`src/assert_macros.svh`:
```
// Assertion macros shared by the requantizer RTL.
`ifndef ASSERT_MACROS_SVH
`define ASSERT_MACROS_SVH

// Checked on every clock edge outside reset.
`define ASSERT_ON(lbl, prop) \
  lbl: assert property (@(posedge clk) disable iff (rst) (prop)) \
    else $error("requantizer assertion failed");

// Checked on every clock edge, reset included.
`define ASSERT_ALWAYS(lbl, prop) \
  lbl: assert property (@(posedge clk) (prop)) \
    else $error("requantizer assertion failed");

`endif

```
`src/rqc_pkg.sv`:
```
// Shared types and constants for the int32 requantizer.
`timescale 1ns / 1ps
`default_nettype none

package rqc_pkg;

  localparam int DATA_W = 32;
  localparam int PROD_W = 2 * DATA_W;
  localparam int SHIFT_W = 6;
  localparam int AMT_W = 5;
  localparam int INDEX_W = 3;

  typedef logic signed [DATA_W-1:0] data_t;
  typedef logic signed [PROD_W-1:0] prod_t;
  typedef logic [AMT_W-1:0] amt_t;

  typedef enum logic [INDEX_W-1:0] {
    REG_BIAS          = 3'd0,
    REG_MULTIPLIER    = 3'd1,
    REG_SHIFT         = 3'd2,
    REG_ZERO_POINT    = 3'd3,
    REG_CLAMP_MIN     = 3'd4,
    REG_CLAMP_MAX     = 3'd5
  } reg_index_t;

  localparam data_t DATA_MIN = 32'sh8000_0000;
  localparam data_t DATA_MAX = 32'sh7FFF_FFFF;

  // Rounding nudges of the doubling high multiply: +2^30 and 1 - 2^30.
  localparam prod_t NUDGE_POS = 64'sh0000_0000_4000_0000;
  localparam prod_t NUDGE_NEG = 64'shFFFF_FFFF_C000_0001;
  // Added to a negative sum so the shift by 31 truncates toward zero.
  localparam prod_t TRUNC_BIAS = 64'sh0000_0000_7FFF_FFFF;

endpackage

`default_nettype wire

```
`src/int32_requantize_clamp.sv`:
```
// Top level of the int32 requantizer: bias, shift, high multiply, round, offset, clamp.
`timescale 1ns / 1ps
`default_nettype none

`include "assert_macros.svh"

// Channel   Dir  Handshake               Payload
// s_axis    in   tvalid/tready           tdata[31:0] accumulator
// m_axis    out  tvalid/tready           tdata[31:0] quantized
// cfg       in   cfg_we                  cfg_index, cfg_wdata
//
// Seven register stages: bias add and left shift, three stages of high
// multiply (product, nudge, truncate), rounding right shift, offset, clamp.
// One request per cycle is accepted while m_axis does not stall.
// Synchronous reset empties the pipeline and zeroes the configuration registers.
// A stall on m_axis backs up stage by stage; empty stages still fill.

module int32_requantize_clamp (
  input  logic                          clk,
  input  logic                          rst,
  input  logic                          s_axis_tvalid,
  output logic                          s_axis_tready,
  input  logic [31:0]                   s_axis_tdata,  // [31:0] accumulator
  output logic                          m_axis_tvalid,
  input  logic                          m_axis_tready,
  output logic [31:0]                   m_axis_tdata,  // [31:0] quantized
  input  logic                          cfg_we,
  input  logic [rqc_pkg::INDEX_W-1:0]   cfg_index,
  input  logic [rqc_pkg::DATA_W-1:0]    cfg_wdata
);
  import rqc_pkg::*;

  data_t bias;
  data_t multiplier;
  logic [SHIFT_W-1:0] shift;
  data_t zero_point;
  data_t clamp_min;
  data_t clamp_max;

  amt_t left_amt;
  amt_t right_amt;
  logic [SHIFT_W-1:0] shift_neg;

  logic  v1, v5, v6, v7;
  logic  rdy1, rdy5, rdy6, rdy7;
  data_t x1, y5, z6, r7;

  logic  mh_in_ready;
  logic  mh_out_valid;
  data_t mh_q;

  data_t x1_next;
  data_t sum_in;
  logic [DATA_W-1:0] mask;
  logic [DATA_W-1:0] rem;
  logic [DATA_W-1:0] thr;
  data_t y5_next;
  data_t lo_clamped;
  data_t r7_next;

  // config registers
  always_ff @(posedge clk) begin
    if (rst) begin
      bias          <= '0;
      multiplier    <= '0;
      shift         <= '0;
      zero_point    <= '0;
      clamp_min     <= '0;
      clamp_max     <= '0;
    end else if (cfg_we) begin
      case (reg_index_t'(cfg_index))
        REG_BIAS:          bias          <= data_t'(cfg_wdata);
        REG_MULTIPLIER:    multiplier    <= data_t'(cfg_wdata);
        REG_SHIFT:         shift         <= cfg_wdata[SHIFT_W-1:0];
        REG_ZERO_POINT:    zero_point    <= data_t'(cfg_wdata);
        REG_CLAMP_MIN:     clamp_min     <= data_t'(cfg_wdata);
        REG_CLAMP_MAX:     clamp_max     <= data_t'(cfg_wdata);
        default: ;
      endcase
    end
  end

  // positive shift goes left, otherwise right by -shift, capped at 31
  always_comb begin
    shift_neg = SHIFT_W'(-shift);
    left_amt  = (!shift[SHIFT_W-1] && (shift != '0)) ? shift[AMT_W-1:0] : '0;
    if (!shift[SHIFT_W-1]) begin
      right_amt = '0;
    end else if (shift_neg[SHIFT_W-1]) begin
      right_amt = '1;
    end else begin
      right_amt = shift_neg[AMT_W-1:0];
    end
  end

  // ready chain, last stage first
  assign rdy7          = !v7 || m_axis_tready;
  assign rdy6          = !v6 || rdy7;
  assign rdy5          = !v5 || rdy6;
  assign rdy1          = !v1 || mh_in_ready;
  assign s_axis_tready = rdy1;

  always_comb begin
    sum_in  = data_t'(s_axis_tdata) + bias;
    x1_next = sum_in << left_amt;
  end

  rqc_mulhi u_mulhi (
    .clk       (clk),
    .rst       (rst),
    .in_valid  (v1),
    .in_ready  (mh_in_ready),
    .in_a      (x1),
    .in_b      (multiplier),
    .out_valid (mh_out_valid),
    .out_ready (rdy5),
    .out_q     (mh_q)
  );

  // rounding right shift; the sign bit raises the threshold by one
  always_comb begin
    mask    = (DATA_W'(1) << right_amt) - DATA_W'(1);
    rem     = mh_q & mask;
    thr     = (mask >> 1) + DATA_W'(mh_q[DATA_W-1]);
    y5_next = (mh_q >>> right_amt) + data_t'(rem > thr);
  end

  // lower bound first, so crossed bounds give clamp_max
  always_comb begin
    lo_clamped = (z6 < clamp_min) ? clamp_min : z6;
    r7_next    = (lo_clamped > clamp_max) ? clamp_max : lo_clamped;
  end

  always_ff @(posedge clk) begin
    if (rst) begin
      v1 <= 1'b0;
      v5 <= 1'b0;
      v6 <= 1'b0;
      v7 <= 1'b0;
    end else begin
      if (rdy1) v1 <= s_axis_tvalid;
      if (rdy5) v5 <= mh_out_valid;
      if (rdy6) v6 <= v5;
      if (rdy7) v7 <= v6;
    end
  end

  always_ff @(posedge clk) begin
    if (rdy1) x1 <= x1_next;
    if (rdy5) y5 <= y5_next;
    if (rdy6) z6 <= y5 + zero_point;
    if (rdy7) r7 <= r7_next;
  end

  assign m_axis_tvalid = v7;
  assign m_axis_tdata  = r7;

  `ASSERT_ON(a_empty_takes_input, !m_axis_tvalid |-> s_axis_tready)
  `ASSERT_ON(a_upper_bound, (v6 && rdy7) |=> (r7 <= $past(clamp_max)))
  `ASSERT_ALWAYS(a_reset_empty, $past(rst) |-> (!m_axis_tvalid && !v1 && !v5 && !v6))

endmodule

`default_nettype wire

```
`src/rqc_mulhi.sv`:
```
// Three-stage saturating rounding doubling high multiply.
`timescale 1ns / 1ps
`default_nettype none

`include "assert_macros.svh"

module rqc_mulhi (
  input  logic          clk,
  input  logic          rst,
  input  logic          in_valid,
  output logic          in_ready,
  input  rqc_pkg::data_t in_a,
  input  rqc_pkg::data_t in_b,
  output logic          out_valid,
  input  logic          out_ready,
  output rqc_pkg::data_t out_q
);
  import rqc_pkg::*;

  logic  va, vb, vc;
  logic  rdy_a, rdy_b, rdy_c;
  prod_t prod_a;
  logic  sat_a;
  prod_t sum_b;
  logic  sat_b;
  data_t q_c;

  prod_t sum_next;
  prod_t adj;
  data_t q_next;

  assign rdy_c    = !vc || out_ready;
  assign rdy_b    = !vb || rdy_c;
  assign rdy_a    = !va || rdy_b;
  assign in_ready = rdy_a;

  assign out_valid = vc;
  assign out_q     = q_c;

  always_comb begin
    sum_next = prod_a + (prod_a[PROD_W-1] ? NUDGE_NEG : NUDGE_POS);
  end

  always_comb begin
    adj = sum_b[PROD_W-1] ? (sum_b + TRUNC_BIAS) : sum_b;
    // only min * min overflows the quotient
    q_next = sat_b ? DATA_MAX : data_t'(adj[PROD_W-2:DATA_W-1]);
  end

  always_ff @(posedge clk) begin
    if (rst) begin
      va <= 1'b0;
      vb <= 1'b0;
      vc <= 1'b0;
    end else begin
      if (rdy_a) va <= in_valid;
      if (rdy_b) vb <= va;
      if (rdy_c) vc <= vb;
    end
  end

  always_ff @(posedge clk) begin
    if (rdy_a) begin
      prod_a <= prod_t'(in_a) * prod_t'(in_b);
      sat_a  <= (in_a == DATA_MIN) && (in_b == DATA_MIN);
    end
    if (rdy_b) begin
      sum_b <= sum_next;
      sat_b <= sat_a;
    end
    if (rdy_c) q_c <= q_next;
  end

  `ASSERT_ON(a_mh_ready_chain, out_ready |-> in_ready)
  `ASSERT_ON(a_mh_saturate, (vb && sat_b && rdy_c) |=> (q_c == DATA_MAX))
  `ASSERT_ALWAYS(a_mh_reset_empty, $past(rst) |-> !out_valid)

endmodule

`default_nettype wire

```
`config.mk`:
```
export PLATFORM = sky130hd
export DESIGN_NAME = int32_requantize_clamp
export DESIGN_NICKNAME = d
export VERILOG_FILES = /design/src/rqc_pkg.sv /design/src/int32_requantize_clamp.sv /design/src/rqc_mulhi.sv
export VERILOG_INCLUDE_DIRS = /design/src /design/src/src
export SDC_FILE = /design/constraint.sdc
export NUM_CORES = 2
export LEC_CHECK = 0
export BUFFER_PORTS_ARGS = -buffer_cell sky130_fd_sc_hd__buf_2
export CORE_ASPECT_RATIO = 0.7
export CORE_MARGIN = 2
export CORE_UTILIZATION = 45
export CTS_CLUSTER_DIAMETER = 100
export DETAILED_ROUTE_END_ITERATION = 10
export PLACE_DENSITY = 0.64
export SLEW_MARGIN = 20
export SYNTH_ARGS = -nofsm -noshare
export SYNTH_HDL_FRONTEND = slang
export SYNTH_SLANG_ARGS = --single-unit
```
`constraint.sdc`:
```
create_clock -name clk -period 18 [get_ports clk]
set_input_delay 1.8 -clock clk [delete_from_list [all_inputs] [get_ports clk]]
set_output_delay 1.8 -clock clk [all_outputs]
set_load 0.01 [all_outputs]
```
==> metrics.txt <==
GRT Total Usage 0.258; hold depth 0; setup bufs post-CTS 0; CTS tree built; largest net degree at the start of global routing 80; PostCTS Resize Cnt 0; post-layout util 0.483; CTS clock-pin slew for the worst setup and hold paths 0.06 ns; Unique masters post-synth 100; EDFF count, synth 290; data required time of the worst path 18.39 ns; status finished, final reports clean; VDD IR max 0.0000950 V; final clock skew 0.0291 ns; first-pass GRT wire length 300000 um; CTS max path bufs 3; DR iter-0 viols 4490; P_int 3.40 mW; Reg2Reg Setup Slack 7.18 ns; WP data arrival 11.21 ns; vias in the first global route 50.9k; Max FO, Critical Path 27; final setup TNS 0 ns; Worst slew margin 0.242; hold path endpoint u_mulhi.sat_b; clock power share 0.196; Final min period 10.82 ns; starting density of the core 0.454; Die Ht 325 um; total global routing overflow 0; CP Class register to register; Worst Setup SP shift[0]; Synth top area share 0.329; Post-Synthesis Cells 7220; Final Cycle Share 0.601; worst r2r dst y5[24]; Power Dens Cells 83.6 mW/mm^2; top cells by count, synth inv_1, nand2_1, fa_1; Hold Buf Count CTS 0; Seq cells post-synth 463; Ant. Diodes 0; Seq pwr share 0.302; final hold viol count 0; RSZ-0062 raised after global routing false; # rows 117; CTS Buf Count 54; Avg Inst Size Synth 9.15 um^2; global placer's final weighted congestion 0.935; syn nets 8788; number of max-cap violations 0; HPWL after DPL 147000 um; Hold Path Class register to register; number of routed nets with antenna violations 0; die area 0.150 mm^2; part of the power in combinational logic 0.502; Async SR Flop Fraction 0; Core ar. 0.146 mm^2; Port Buf Inserts 105; leading area contributor after synthesis fa_1; Worst Setup Start Kind register; Vias/cell 5.50; final slew viol count 0; IO Pins 106; critical path's slowest cell o221ai_4; ys flop type edfxtp_1; Worst Reg-to-Reg Cells 45; most common cell in the synthesized netlist inv_1; Leak 30.8 nW; area growth from synthesis to layout 6.41%; Seq/Total Area, Yosys 0.184; top post-synthesis cells by area fa_1, edfxtp_1, ha_1, inv_1, nand2_1; WL/cell 21.0 um; Psw 2.47 mW; Synth warnings 0; drt total wl 192000 um; nature of the critical path endpoint register; initial antenna violation count 0; CTS H-tree lvls 2; routed vias 50.3k; clock sinks 463; share of cells above drive strength 1 0.0617; synthesized cell area 0.0660 mm^2; WP buf/inv 4; worst r2r src shift[0]; Sw Share 0.421; Worst Max-Slew Pin Slew 1.14 ns; Setup violations, final 0; Final nets 8700; top cell family by delay on the critical path compound AO/OA/AOI/OAI gates; Max Fclk 0.0924 GHz; Crit path largest cell delay 0.68 ns; First-pass DRT Iterations 6; Die Wd 462 um; Hold Crit Start u_mulhi.sat_a; clk_lat worst skew 0.63 ns; Residual DRC 0; CTS Root Cell clkbuf_16
through the flow:
step	hold slack (ns)	worst slack [ns]	instances	power, mW	area (um^2)
2_1_floorplan	0.400	9.95	7220	3.76	66000
3_3_place_gp	0.411	7.29	9039	4.64	68400
3_5_place_dp	0.425	7.34	9039	4.70	68400
4_1_cts	0.416	7.32	9140	5.86	70300
5_1_grt	0.432	6.37	9140	6.28	70300
6_report	0.430	7.18	9140	5.87	70300
area by class of cell:
cell class / instances / area (um^2)
inverter: 1245 / 4680
timing repair buffer: 207 / 1290
clock inverter: 38 / 447
clock buffer: 63 / 1400
sequential: 463 / 12200
tap: 1963 / 2460
fill: 13700 / 75200
multi-input combinational: 5161 / 47800
power groups by stage:
| stage | clock network [mW] | registers, mW | logic, mW |
|---|---|---|---|
| floorplan | 0 | 1.67 | 2.09 |
| global route | 1.21 | 1.80 | 3.28 |
| detailed placement | 0 | 1.79 | 2.90 |
| finish | 1.15 | 1.78 | 2.95 |
| global placement | 0 | 1.79 | 2.85 |
| CTS | 1.17 | 1.77 | 2.92 |
kinds of logic (layout without fill, tap and decap cells):
group           after synthesis  count (layout)  synth area share
other cells                   1               1         0.0000568
fa+ha+maj                  1496            1496             0.407
buf+inv                    1596            1553            0.0922
compound gates              943             943            0.0896
flops                       463             463             0.184
mux                         166             166            0.0318
xor+xnor                    257             257            0.0341
simple gates               2298            2298             0.161
worst max path at each step:
stage | endpoint | cells past startpoint | slack, ns
finish | y5[24] | 45 | 7.18
global route | y5[24] | 44 | 6.37
detailed placement | y5[24] | 44 | 7.34
global placement | y5[24] | 45 | 7.29
floorplan | y5[24] | 48 | 9.95
CTS | y5[24] | 44 | 7.32
registers in the layout (all words and copies together) (netlist names), 6 cells and up:
| register | cells |
|---|---|
| u_mulhi.prod_a | 64 |
| u_mulhi.sum_b | 64 |
| bias | 32 |
| clamp_max | 32 |
| clamp_min | 32 |
| m_axis_tdata | 32 |
| multiplier | 32 |
| u_mulhi.out_q | 32 |
| x1 | 32 |
| y5 | 32 |
| z6 | 32 |
| zero_point | 32 |
| shift | 6 |
worst reg2reg max path: cells and delay by family (launching register included):
| family | cells | cell delay (ns) |
|---|---|---|
| AO/OA/AOI/OAI | 18 | 4.11 |
| XOR/XNOR | 3 | 0.62 |
| adder cells (fa/ha/maj) | 6 | 1.68 |
| buffers and inverters | 4 | 1.01 |
| flip-flops | 1 | 0.51 |
| AND/OR/NAND/NOR | 14 | 2.66 |
layer usage:
| layer | share of wire | up-vias | global-route usage |
|---|---|---|---|
| li1 | - | 22700 | - |
| met1 | 0.46 | 25300 | 0.388 |
| met2 | 0.43 | 2074 | 0.381 |
| met3 | 0.092 | 261 | 0.0532 |
| met4 | 0.022 | 0 | 0.0541 |
| met5 | 0 | - | 0 |
cell usage in the layout (no fill, tap or decap), types with 9 or more instances in the layout:
master,n
o21bai_1,33
and2_1,349
mux2i_1,64
o31ai_1,17
clkinv_2,9
o22ai_1,13
dfxtp_1,171
nand3_1,75
mux4_2,26
edfxtp_1,290
ha_1,411
a21boi_0,9
nand2_1,1235
xor2_1,82
nor2b_1,48
fa_1,1085
or3_1,15
nand2b_1,83
o21ai_0,131
nor4_1,31
and3_1,53
nor2_1,240
inv_1,1239
xnor2_1,175
a21o_1,109
a21oi_1,399
a31oi_1,38
clkbuf_16,54
buf_4,103
and4_1,9
clkinv_1,13
mux2_2,71
nor3_1,57
o21a_1,36
a211oi_1,27
o211ai_1,26
buf_2,104
nand4_1,53
No activity file was read; power rests on OpenSTA's default activity.
